$ cat config.mk
export PLATFORM = sky130hd
export DESIGN_NAME = smoothed_group_mean
export DESIGN_NICKNAME = d
export VERILOG_FILES = /design/src/sv/smg_pkg.sv /design/src/sv/smg_front.sv /design/src/sv/smg_queue.sv /design/src/sv/smg_mean_div.sv /design/src/sv/smoothed_group_mean.sv
export SDC_FILE = /design/constraint.sdc
export NUM_CORES = 2
export LEC_CHECK = 0
export BUFFER_PORTS_ARGS = -buffer_cell sky130_fd_sc_hd__buf_2
export CORE_MARGIN = 8
export CORE_UTILIZATION = 36
export CTS_BUF_LIST = sky130_fd_sc_hd__clkbuf_16
export CTS_CLUSTER_SIZE = 28
export DETAILED_ROUTE_END_ITERATION = 16
export PLACE_DENSITY = 0.61
export SLEW_MARGIN = 15
export SYNTH_ARGS = -nofsm -noshare
export SYNTH_HDL_FRONTEND = slang
export SYNTH_SLANG_ARGS = --single-unit
export TNS_END_PERCENT = 10
$ cat constraint.sdc
create_clock -name clock -period 12.75 [get_ports clock]
set_input_delay 1.275 -clock clock [delete_from_list [all_inputs] [get_ports clock]]
set_output_delay 1.275 -clock clock [all_outputs]
set_load 0.02 [all_outputs]
$ cat src/sv/smg_pkg.sv
`default_nettype none

package smg_pkg;

   // Four channels per sample: x, y, z and field magnitude, in that order.
   localparam int CHANNELS = 4;
   localparam int GROUP_BITS = 10;
   localparam int USED_BITS = 8;

endpackage

`default_nettype wire

$ cat src/sv/smg_front.sv
`default_nettype none

module smg_front
   import smg_pkg::*;
#(
   parameter int SAMPLE_BITS = 24,
   parameter int MAX_SAMPLES = 128,
   parameter int GROUP_SPAN = 1024,
   localparam int SUM_W = SAMPLE_BITS + $clog2(MAX_SAMPLES) + 3,
   localparam int CNT_W = $clog2(MAX_SAMPLES + 1),
   localparam int JOB_W = GROUP_BITS + CHANNELS * SUM_W + CNT_W
) (
   input  wire logic                                      clock,
   input  wire logic                                      reset,
   input  wire logic                                      in_valid,
   output logic                                           in_ready,
   input  wire logic [GROUP_BITS-1:0]                     group_id,
   input  wire logic [CHANNELS-1:0][SAMPLE_BITS-1:0]      sample,
   input  wire logic                                      last,
   output logic                                           push_valid,
   input  wire logic                                      push_ready,
   output logic [JOB_W-1:0]                               push_job
);

   logic signed [SAMPLE_BITS-1:0] older_ff [CHANNELS];
   logic signed [SAMPLE_BITS-1:0] older_in [CHANNELS];
   logic signed [SAMPLE_BITS-1:0] newer_ff [CHANNELS];
   logic signed [SAMPLE_BITS-1:0] newer_in [CHANNELS];
   logic signed [SUM_W-1:0]       sum_ff [CHANNELS];
   logic signed [SUM_W-1:0]       sum_in [CHANNELS];
   logic signed [SUM_W-1:0]       sum_next [CHANNELS];
   logic signed [SUM_W-1:0]       x_ext;
   logic signed [SUM_W-1:0]       mid_term;
   logic [CNT_W-1:0]              kept_ff;
   logic [CNT_W-1:0]              kept_in;
   logic                          keep;
   logic                          run_end;
   logic                          in_span;
   logic                          take;

   assign in_ready = push_ready;

   always_comb begin
      keep = kept_ff < CNT_W'(MAX_SAMPLES);
      // The sample that fills the run to the cap closes the smoothed run.
      run_end = last || (kept_ff == CNT_W'(MAX_SAMPLES - 1));
      in_span = 32'(group_id) < 32'(GROUP_SPAN);
      take = in_valid && in_ready && in_span;
      push_valid = take && last;

      kept_in = kept_ff;
      for (int c = 0; c < CHANNELS; c++) begin
         x_ext = SUM_W'($signed(sample[c]));
         mid_term = SUM_W'(older_ff[c]) + (SUM_W'(newer_ff[c]) <<< 1) + x_ext;
         sum_next[c] = sum_ff[c];
         if (kept_ff >= CNT_W'(2)) begin
            sum_next[c] = sum_next[c] + mid_term;
         end
         if ((kept_ff == '0) || run_end) begin
            sum_next[c] = sum_next[c] + (x_ext <<< 2);
         end
         older_in[c] = older_ff[c];
         newer_in[c] = newer_ff[c];
         sum_in[c] = sum_ff[c];
      end

      push_job = '0;
      push_job[GROUP_BITS-1:0] = group_id;
      for (int c = 0; c < CHANNELS; c++) begin
         push_job[GROUP_BITS + c * SUM_W +: SUM_W] = keep ? sum_next[c] : sum_ff[c];
      end
      push_job[JOB_W-1 -: CNT_W] = keep ? kept_ff + CNT_W'(1) : kept_ff;

      if (take) begin
         if (keep) begin
            for (int c = 0; c < CHANNELS; c++) begin
               older_in[c] = newer_ff[c];
               newer_in[c] = $signed(sample[c]);
               sum_in[c] = sum_next[c];
            end
            kept_in = kept_ff + CNT_W'(1);
         end
         if (last) begin
            for (int c = 0; c < CHANNELS; c++) begin
               older_in[c] = '0;
               newer_in[c] = '0;
               sum_in[c] = '0;
            end
            kept_in = '0;
         end
      end
   end

   always_ff @(posedge clock) begin
      if (reset) begin
         for (int c = 0; c < CHANNELS; c++) begin
            older_ff[c] <= '0;
            newer_ff[c] <= '0;
            sum_ff[c] <= '0;
         end
         kept_ff <= '0;
      end else begin
         for (int c = 0; c < CHANNELS; c++) begin
            older_ff[c] <= older_in[c];
            newer_ff[c] <= newer_in[c];
            sum_ff[c] <= sum_in[c];
         end
         kept_ff <= kept_in;
      end
   end

endmodule

`default_nettype wire

$ cat src/sv/smg_queue.sv
`default_nettype none

module smg_queue #(
   parameter int WIDTH = 8,
   parameter int DEPTH = 2
) (
   input  wire logic             clock,
   input  wire logic             reset,
   input  wire logic             push_valid,
   output logic                  push_ready,
   input  wire logic [WIDTH-1:0] push_data,
   output logic                  pop_valid,
   input  wire logic             pop_ready,
   output logic [WIDTH-1:0]      pop_data
);

   localparam int PTR_W = (DEPTH > 1) ? $clog2(DEPTH) : 1;
   localparam int FILL_W = $clog2(DEPTH + 1);

   logic [WIDTH-1:0]  mem_ff [DEPTH];
   logic [PTR_W-1:0]  wr_ptr_ff;
   logic [PTR_W-1:0]  wr_ptr_in;
   logic [PTR_W-1:0]  rd_ptr_ff;
   logic [PTR_W-1:0]  rd_ptr_in;
   logic [FILL_W-1:0] fill_ff;
   logic [FILL_W-1:0] fill_in;
   logic              do_push;
   logic              do_pop;

   assign push_ready = fill_ff != FILL_W'(DEPTH);
   assign pop_valid = fill_ff != '0;
   assign pop_data = mem_ff[rd_ptr_ff];

   always_comb begin
      do_push = push_valid && push_ready;
      do_pop = pop_valid && pop_ready;
      wr_ptr_in = wr_ptr_ff;
      rd_ptr_in = rd_ptr_ff;
      if (do_push) begin
         wr_ptr_in = (wr_ptr_ff == PTR_W'(DEPTH - 1)) ? '0 : wr_ptr_ff + PTR_W'(1);
      end
      if (do_pop) begin
         rd_ptr_in = (rd_ptr_ff == PTR_W'(DEPTH - 1)) ? '0 : rd_ptr_ff + PTR_W'(1);
      end
      fill_in = fill_ff + FILL_W'(do_push) - FILL_W'(do_pop);
   end

   always_ff @(posedge clock) begin
      if (do_push) begin
         mem_ff[wr_ptr_ff] <= push_data;
      end
   end

   always_ff @(posedge clock) begin
      if (reset) begin
         wr_ptr_ff <= '0;
         rd_ptr_ff <= '0;
         fill_ff <= '0;
      end else begin
         wr_ptr_ff <= wr_ptr_in;
         rd_ptr_ff <= rd_ptr_in;
         fill_ff <= fill_in;
      end
   end

endmodule

`default_nettype wire

$ cat src/sv/smg_mean_div.sv
`default_nettype none

module smg_mean_div
   import smg_pkg::*;
#(
   parameter int SAMPLE_BITS = 24,
   parameter int MAX_SAMPLES = 128,
   localparam int SUM_W = SAMPLE_BITS + $clog2(MAX_SAMPLES) + 3,
   localparam int CNT_W = $clog2(MAX_SAMPLES + 1),
   localparam int JOB_W = GROUP_BITS + CHANNELS * SUM_W + CNT_W
) (
   input  wire logic                                 clock,
   input  wire logic                                 reset,
   input  wire logic                                 job_valid,
   output logic                                      job_ready,
   input  wire logic [JOB_W-1:0]                     job,
   output logic                                      out_valid,
   input  wire logic                                 out_ready,
   output logic [GROUP_BITS-1:0]                     out_group,
   output logic [CHANNELS-1:0][SAMPLE_BITS-1:0]      out_mean,
   output logic [USED_BITS-1:0]                      out_used
);

   localparam int DEN_W = CNT_W + 2;
   localparam int STEP_W = $clog2(SUM_W);

   typedef enum logic [1:0] {
      IDLE,
      RUN,
      DONE
   } state_type;

   state_type                  state_ff;
   state_type                  state_in;
   logic [GROUP_BITS-1:0]      gid_ff;
   logic [GROUP_BITS-1:0]      gid_in;
   logic [CNT_W-1:0]           cnt_ff;
   logic [CNT_W-1:0]           cnt_in;
   logic [STEP_W-1:0]          step_ff;
   logic [STEP_W-1:0]          step_in;
   logic [CHANNELS-1:0]        neg_ff;
   logic [CHANNELS-1:0]        neg_in;
   // Each quotient register starts as the dividend and shifts quotient bits in.
   logic [SUM_W-1:0]           quo_ff [CHANNELS];
   logic [SUM_W-1:0]           quo_in [CHANNELS];
   logic [DEN_W-1:0]           rem_ff [CHANNELS];
   logic [DEN_W-1:0]           rem_in [CHANNELS];
   logic                       out_valid_ff;
   logic                       out_valid_in;
   logic [GROUP_BITS-1:0]      out_group_ff;
   logic [GROUP_BITS-1:0]      out_group_in;
   logic [CHANNELS-1:0][SAMPLE_BITS-1:0] out_mean_ff;
   logic [CHANNELS-1:0][SAMPLE_BITS-1:0] out_mean_in;
   logic [USED_BITS-1:0]       out_used_ff;
   logic [USED_BITS-1:0]       out_used_in;
   logic [DEN_W-1:0]           den;
   logic [DEN_W:0]             shifted;
   logic                       ge;
   logic [SUM_W-1:0]           job_sum;
   logic [SUM_W-1:0]           mag;
   logic [SUM_W-1:0]           signed_quo;
   logic [CNT_W-1:0]           job_cnt;
   logic                       out_free;

   assign job_ready = state_ff == IDLE;
   assign out_valid = out_valid_ff;
   assign out_group = out_group_ff;
   assign out_mean = out_mean_ff;
   assign out_used = out_used_ff;

   always_comb begin
      state_in = state_ff;
      gid_in = gid_ff;
      cnt_in = cnt_ff;
      step_in = step_ff;
      neg_in = neg_ff;
      out_group_in = out_group_ff;
      out_mean_in = out_mean_ff;
      out_used_in = out_used_ff;
      out_free = !out_valid_ff || out_ready;
      out_valid_in = out_valid_ff && !out_ready;
      den = {cnt_ff, 2'b00};
      job_cnt = job[JOB_W-1 -: CNT_W];
      shifted = '0;
      ge = 1'b0;
      job_sum = '0;
      mag = '0;
      signed_quo = '0;
      for (int c = 0; c < CHANNELS; c++) begin
         quo_in[c] = quo_ff[c];
         rem_in[c] = rem_ff[c];
      end

      case (state_ff)
         IDLE: begin
            if (job_valid) begin
               gid_in = job[GROUP_BITS-1:0];
               cnt_in = job_cnt;
               step_in = '0;
               for (int c = 0; c < CHANNELS; c++) begin
                  job_sum = job[GROUP_BITS + c * SUM_W +: SUM_W];
                  neg_in[c] = job_sum[SUM_W-1];
                  mag = job_sum[SUM_W-1] ? -job_sum : job_sum;
                  // Adding half the divisor makes the truncating divide round
                  // to nearest, ties away from zero once the sign goes back on.
                  quo_in[c] = mag + SUM_W'({job_cnt, 1'b0});
                  rem_in[c] = '0;
               end
               state_in = RUN;
            end
         end
         RUN: begin
            for (int c = 0; c < CHANNELS; c++) begin
               shifted = {rem_ff[c], quo_ff[c][SUM_W-1]};
               ge = shifted >= (DEN_W + 1)'(den);
               rem_in[c] = ge ? DEN_W'(shifted - (DEN_W + 1)'(den)) : DEN_W'(shifted);
               quo_in[c] = {quo_ff[c][SUM_W-2:0], ge};
            end
            step_in = step_ff + STEP_W'(1);
            if (step_ff == STEP_W'(SUM_W - 1)) begin
               state_in = DONE;
            end
         end
         DONE: begin
            if (out_free) begin
               out_valid_in = 1'b1;
               out_group_in = gid_ff;
               out_used_in = USED_BITS'(cnt_ff);
               for (int c = 0; c < CHANNELS; c++) begin
                  signed_quo = neg_ff[c] ? -quo_ff[c] : quo_ff[c];
                  out_mean_in[c] = signed_quo[SAMPLE_BITS-1:0];
               end
               state_in = IDLE;
            end
         end
         default: begin
            state_in = IDLE;
         end
      endcase
   end

   always_ff @(posedge clock) begin
      if (reset) begin
         state_ff <= IDLE;
         out_valid_ff <= 1'b0;
         step_ff <= '0;
      end else begin
         state_ff <= state_in;
         out_valid_ff <= out_valid_in;
         step_ff <= step_in;
      end
      gid_ff <= gid_in;
      cnt_ff <= cnt_in;
      neg_ff <= neg_in;
      out_group_ff <= out_group_in;
      out_mean_ff <= out_mean_in;
      out_used_ff <= out_used_in;
      for (int c = 0; c < CHANNELS; c++) begin
         quo_ff[c] <= quo_in[c];
         rem_ff[c] <= rem_in[c];
      end
   end

endmodule

`default_nettype wire

$ cat src/sv/smoothed_group_mean.sv
`default_nettype none

// Smoothed group mean: takes one magnetometer sample (x, y, z, magnitude)
// per beat, smooths every channel with a 1/4, 1/2, 1/4 kernel (the first and
// last sample of a run pass through unchanged) and, on the beat marked tlast,
// returns the rounded mean of each smoothed channel with the sample count.
// Samples past MAX_SAMPLES in a run are dropped; samples whose group id is
// not below GROUP_SPAN are ignored. The front accepts one sample every cycle
// while the queue has room. Each finished run is handed through a two-entry
// queue to a shift-subtract divider that produces one quotient bit per cycle
// for all four channels at once, working through all SUM_W bits of the sums
// (SUM_W = SAMPLE_BITS + clog2(MAX_SAMPLES) + 3). When the queue is full,
// req_tready drops until the divider frees an entry.

module smoothed_group_mean
   import smg_pkg::*;
#(
   parameter int MAX_SAMPLES = 128,
   parameter int GROUP_SPAN = 1024,
   parameter int SAMPLE_BITS = 24,
   localparam int REQ_W = ((GROUP_BITS + CHANNELS * SAMPLE_BITS + 7) / 8) * 8,
   localparam int RSP_W = ((GROUP_BITS + CHANNELS * SAMPLE_BITS + USED_BITS + 7) / 8) * 8
) (
   input  wire logic             clock,
   input  wire logic             reset,
   input  wire logic             req_tvalid,
   output logic                  req_tready,
   // group_id, x_sample, y_sample, z_sample, mag_sample, zero fill
   input  wire logic [REQ_W-1:0] req_tdata,
   input  wire logic             req_tlast,
   output logic                  rsp_tvalid,
   input  wire logic             rsp_tready,
   // group_out, x_mean, y_mean, z_mean, mag_mean, used_count, zero fill
   output logic [RSP_W-1:0]      rsp_tdata
);

   localparam int SUM_W = SAMPLE_BITS + $clog2(MAX_SAMPLES) + 3;
   localparam int CNT_W = $clog2(MAX_SAMPLES + 1);
   localparam int JOB_W = GROUP_BITS + CHANNELS * SUM_W + CNT_W;
   localparam int MEAN_LO = GROUP_BITS;
   localparam int USED_LO = GROUP_BITS + CHANNELS * SAMPLE_BITS;

   logic [CHANNELS-1:0][SAMPLE_BITS-1:0] sample;
   logic [CHANNELS-1:0][SAMPLE_BITS-1:0] mean;
   logic [GROUP_BITS-1:0]                group_out;
   logic [USED_BITS-1:0]                 used_count;
   logic                                 push_valid;
   logic                                 push_ready;
   logic [JOB_W-1:0]                     push_job;
   logic                                 pop_valid;
   logic                                 pop_ready;
   logic [JOB_W-1:0]                     pop_job;

   always_comb begin
      for (int c = 0; c < CHANNELS; c++) begin
         sample[c] = req_tdata[MEAN_LO + c * SAMPLE_BITS +: SAMPLE_BITS];
      end
      rsp_tdata = '0;
      rsp_tdata[GROUP_BITS-1:0] = group_out;
      for (int c = 0; c < CHANNELS; c++) begin
         rsp_tdata[MEAN_LO + c * SAMPLE_BITS +: SAMPLE_BITS] = mean[c];
      end
      rsp_tdata[USED_LO +: USED_BITS] = used_count;
   end

   smg_front #(
      .SAMPLE_BITS (SAMPLE_BITS),
      .MAX_SAMPLES (MAX_SAMPLES),
      .GROUP_SPAN  (GROUP_SPAN)
   ) u_front (
      .clock      (clock),
      .reset      (reset),
      .in_valid   (req_tvalid),
      .in_ready   (req_tready),
      .group_id   (req_tdata[GROUP_BITS-1:0]),
      .sample     (sample),
      .last       (req_tlast),
      .push_valid (push_valid),
      .push_ready (push_ready),
      .push_job   (push_job)
   );

   smg_queue #(
      .WIDTH (JOB_W),
      .DEPTH (2)
   ) u_queue (
      .clock      (clock),
      .reset      (reset),
      .push_valid (push_valid),
      .push_ready (push_ready),
      .push_data  (push_job),
      .pop_valid  (pop_valid),
      .pop_ready  (pop_ready),
      .pop_data   (pop_job)
   );

   smg_mean_div #(
      .SAMPLE_BITS (SAMPLE_BITS),
      .MAX_SAMPLES (MAX_SAMPLES)
   ) u_div (
      .clock     (clock),
      .reset     (reset),
      .job_valid (pop_valid),
      .job_ready (pop_ready),
      .job       (pop_job),
      .out_valid (rsp_tvalid),
      .out_ready (rsp_tready),
      .out_group (group_out),
      .out_mean  (mean),
      .out_used  (used_count)
   );

endmodule

`default_nettype wire

==> impl_summary.txt <==
----------------------------------------------------
[Global routing]
  Maximum number of pins on one net before global-route repair ... 219
  First-pass GRT wire length ... 291000 um
  Aggregate global routing overflow ... 0
  Vias in the first global route ... 50.2k
  Combined global-route utilization of all metal layers ... 17.7%
  Initial antenna violation count ... 45

[Critical path]
  Startpoint kind of the worst setup timing path ... input pin
  Required time at the endpoint of the critical path ... 13.37 ns
  Reg2Reg Setup Slack ... 4.22 ns
  Most frequent cell on the critical path ... sky130_fd_sc_hd__o21ai_0
  Startpoint-to-endpoint class of the critical path ... in2reg
  Arrival time at the worst endpoint ... 9.52 ns
  Critical path endpoint category ... flip-flop
  Cell at the slowest stage of the critical path ... sky130_fd_sc_hd__o311ai_0
  Highest cell delay on the worst timing path ... 0.76 ns
  Critical-path maximum fanout ... 8

[Synth]
  Most instantiated flip-flop cell in the synthesis netlist ... sky130_fd_sc_hd__edfxtp_1
  Number of warnings printed during yosys synthesis ... 0
  Total standard cell area after synthesis ... 0.0677 mm^2
  Post-synthesis async set-or-reset flop share ... 0%
  Post-Syn Instances ... 7080
  Average size of a mapped cell ... 9.56 um^2
  Number of synthesized flops with an enable pin ... 620
  Share of synthesized area occupied by flip-flops and latches ... 37.9%
  Total of flip-flops plus latches after synthesis ... 970
  Library cells used by synthesis ... 104

[Route]
  Total vias in the final route ... 53.4k
  Drt initial violations ... 4277
  Number of nets with antenna violations after routing ... 0
  Average wire length per cell after detail routing ... 19.2 um
  Count of TritonRoute iterations in the first routing pass ... 6
  Via/cell ratio ... 5.47
  DRC violations left ... 0
  Drt total wl ... 188000 um

[Run]
  Number of max-cap violations ... 0

[CTS]
  Maximum number of buffers from clock root to sink ... 3
  Postcts setup bufs ... 0
  Clk Tree Root Cell ... sky130_fd_sc_hd__clkbuf_16
  Clock insertion delay at the later pin of the skew report ... 0.75 ns
  Number of buffers added by the clock tree synthesis step ... 107
  Number of gates resized after CTS ... 0
  Clock sink count ... 970
  Clock slew at reported path FFs ... 0.06 ns
  H-tree lvl count ... 3
  CTS Hold Buffers Added ... 0
  Clock tree from TritonCTS ... built

[STA]
  Final-layout worst hold slack ... 0.416 ns
  Relative slew slack ... 18.2%
  RSZ-0062 raised after global routing ... false
  Final-report hold violation count ... 0
  Final total negative setup slack ... 0 ns
  Period utilization ... 69.8%
  Maximum frequency from static timing analysis ... 112 MHz
  Pins Over Slew Limit ... 0
  Time the worst path needs with I/O delays and setup ... 8.90 ns
  Final Setup Violations ... 0
  PnR worst setup slack ... 3.85 ns
  Post-Route Skew ... 0.0424 ns
  Transition time at the pin with the least slew margin ... 1.23 ns

[Cells and area]
  Most frequent cells in the layout ... sky130_fd_sc_hd__nor2_1 (725), sky130_fd_sc_hd__edfxtp_1 (620), sky130_fd_sc_hd__a21oi_1 (547), sky130_fd_sc_hd__nand2_1 (537), sky130_fd_sc_hd__ha_1 (459)
  Area grow syn2layout ... 10.5%
  Count of filler cells inserted in the layout ... 18.5k
  Nets ... 7854
  Most frequent standard cell in the layout excluding fill and tap cells ... sky130_fd_sc_hd__nor2_1
  Utilization after layout ... 39.9%
  Fraction of layout instances using a drive strength above 1 ... 9.69%

[Floorplan]
  Chip Height ... 450 um
  Effective utilization at floorplan ... 36.1%
  Core footprint ... 0.187 mm^2
  I/O pins ... 239
  Die area ... 0.202 mm^2
  Die X-Extent ... 450 um
  Row count ... 159

[Place]
  Worst-case setup slack after placement ... 3.19 ns
  HPWL reported at the end of detailed placement ... 140000 um
  Final GP Congestion ... 0.900
  IO Port Bufs ... 226

[Worst hold path]
  Worst hold-check path type ... reg2reg

[Power]
  Cell leakage power ... 29.4 nW
  Ratio of total power to cell area ... 193 mW/mm^2
  Worst VDD drop ... 0.000130 V

[Outcome]
  Status ... finished, final reports clean

----------------------------------------------------
==> cells by family (layout without fill, tap and decap cells) <==
family          count (synthesis)  after routing  share of synthesized area [%]
mux                           298            298                           4.72
other cells                     1             35                        0.00554
fa+ha+maj                     575            575                           11.9
buf+inv                       480            648                           2.95
flops                         970            970                           37.9
xor+xnor                      658            658                           8.62
compound gates               2119           2119                           20.1
simple gates                 1979           1979                           13.8
==> synth_stat cells, types with 101 or more instances <==
cell,count,area share [%]
sky130_fd_sc_hd__mux2i_1,150,2.2
sky130_fd_sc_hd__xor2_1,231,3.0
sky130_fd_sc_hd__inv_1,170,0.94
sky130_fd_sc_hd__nand2_1,538,3.0
sky130_fd_sc_hd__edfxtp_1,620,28
sky130_fd_sc_hd__dfxtp_1,350,10
sky130_fd_sc_hd__fa_1,116,3.4
sky130_fd_sc_hd__nor3_1,111,0.82
sky130_fd_sc_hd__clkbuf_1,255,1.4
sky130_fd_sc_hd__xnor2_1,420,5.4
sky130_fd_sc_hd__mux2_2,143,2.4
sky130_fd_sc_hd__a21o_1,228,2.5
sky130_fd_sc_hd__o21ai_0,453,3.3
sky130_fd_sc_hd__a22oi_1,243,2.7
sky130_fd_sc_hd__nand3_1,101,0.75
sky130_fd_sc_hd__a21oi_1,547,4.0
sky130_fd_sc_hd__nor2_1,727,4.0
sky130_fd_sc_hd__ha_1,459,8.5
==> metrics by stage <==
step	std cells	power (W)	area, um^2
global route	9755	0.0154	74800
CTS	9747	0.0145	74700
floorplan	7085	0.00970	67700
global placement	9547	0.0111	71200
detailed placement	9547	0.0112	71200
finish	9777	0.0144	74800
==> cell type report <==
type,count,area (um^2),share of cell area [%]
multi-input combinational,5635,40200,53.8
sequential,970,25600,34.3
tap,2495,3120,4.17
clock buffer,108,2700,3.61
timing repair buffer,276,1550,2.08
clock inverter,92,860,1.15
inverter,172,653,0.873
antenna,29,72.6,0.0970
==> layer usage <==
metal | global-route usage, % | wire length [um]
met1 | 26.8 | 94400
met2 | 25.8 | 77200
met3 | 2.94 | 12000
met4 | 4.59 | 4100
met5 | 0 | 176
==> state kept, by name, indices dropped and copies added, names as in the netlist, named ones only <==
name / count
u_div.step_ff: 6
u_div.out_group: 10
u_front.sum_ff: 136
u_div.out_mean: 96
u_div.out_valid: 1
u_front.kept_ff: 8
u_queue.fill_ff: 2
u_div.state_ff: 2
u_queue.rd_ptr_ff: 1
u_div.out_used: 8
u_queue.mem_ff: 308
u_front.older_ff: 96
u_div.neg_ff: 4
u_front.newer_ff: 96
u_div.cnt_ff: 8
u_div.quo_ff: 136
u_queue.wr_ptr_ff: 1
u_div.gid_ff: 10
u_div.rem_ff: 40
==> worst max-delay path, delay by kind of cell <==
kind,cells,cell delay [ns]
buf+inv,1,0.14
fa+ha+maj,4,1.70
simple gates,8,1.75
xor+xnor,2,0.23
mux,2,0.39
compound gates,14,4.04
==> final timing paths <==
kind / startpoint / to / cells past startpoint
worst max-delay path: req_tdata[84] / u_front.sum_ff[3][33] / 31
worst min-delay path: u_div.gid_ff[8] / u_div.out_group[8] / 0
worst max register to register: u_front.newer_ff[3][1] / u_front.sum_ff[3][33] / 30
worst min register to register: u_div.gid_ff[8] / u_div.out_group[8] / 0
==> where the power goes <==
| part | switching, W | internal (W) |
|---|---|---|
| Combinational | 0.00391 | 0.00256 |
| Clock | 0.00138 | 0.00180 |
| Sequential | 0.000462 | 0.00431 |
No activity file was read; power rests on OpenSTA's default activity.
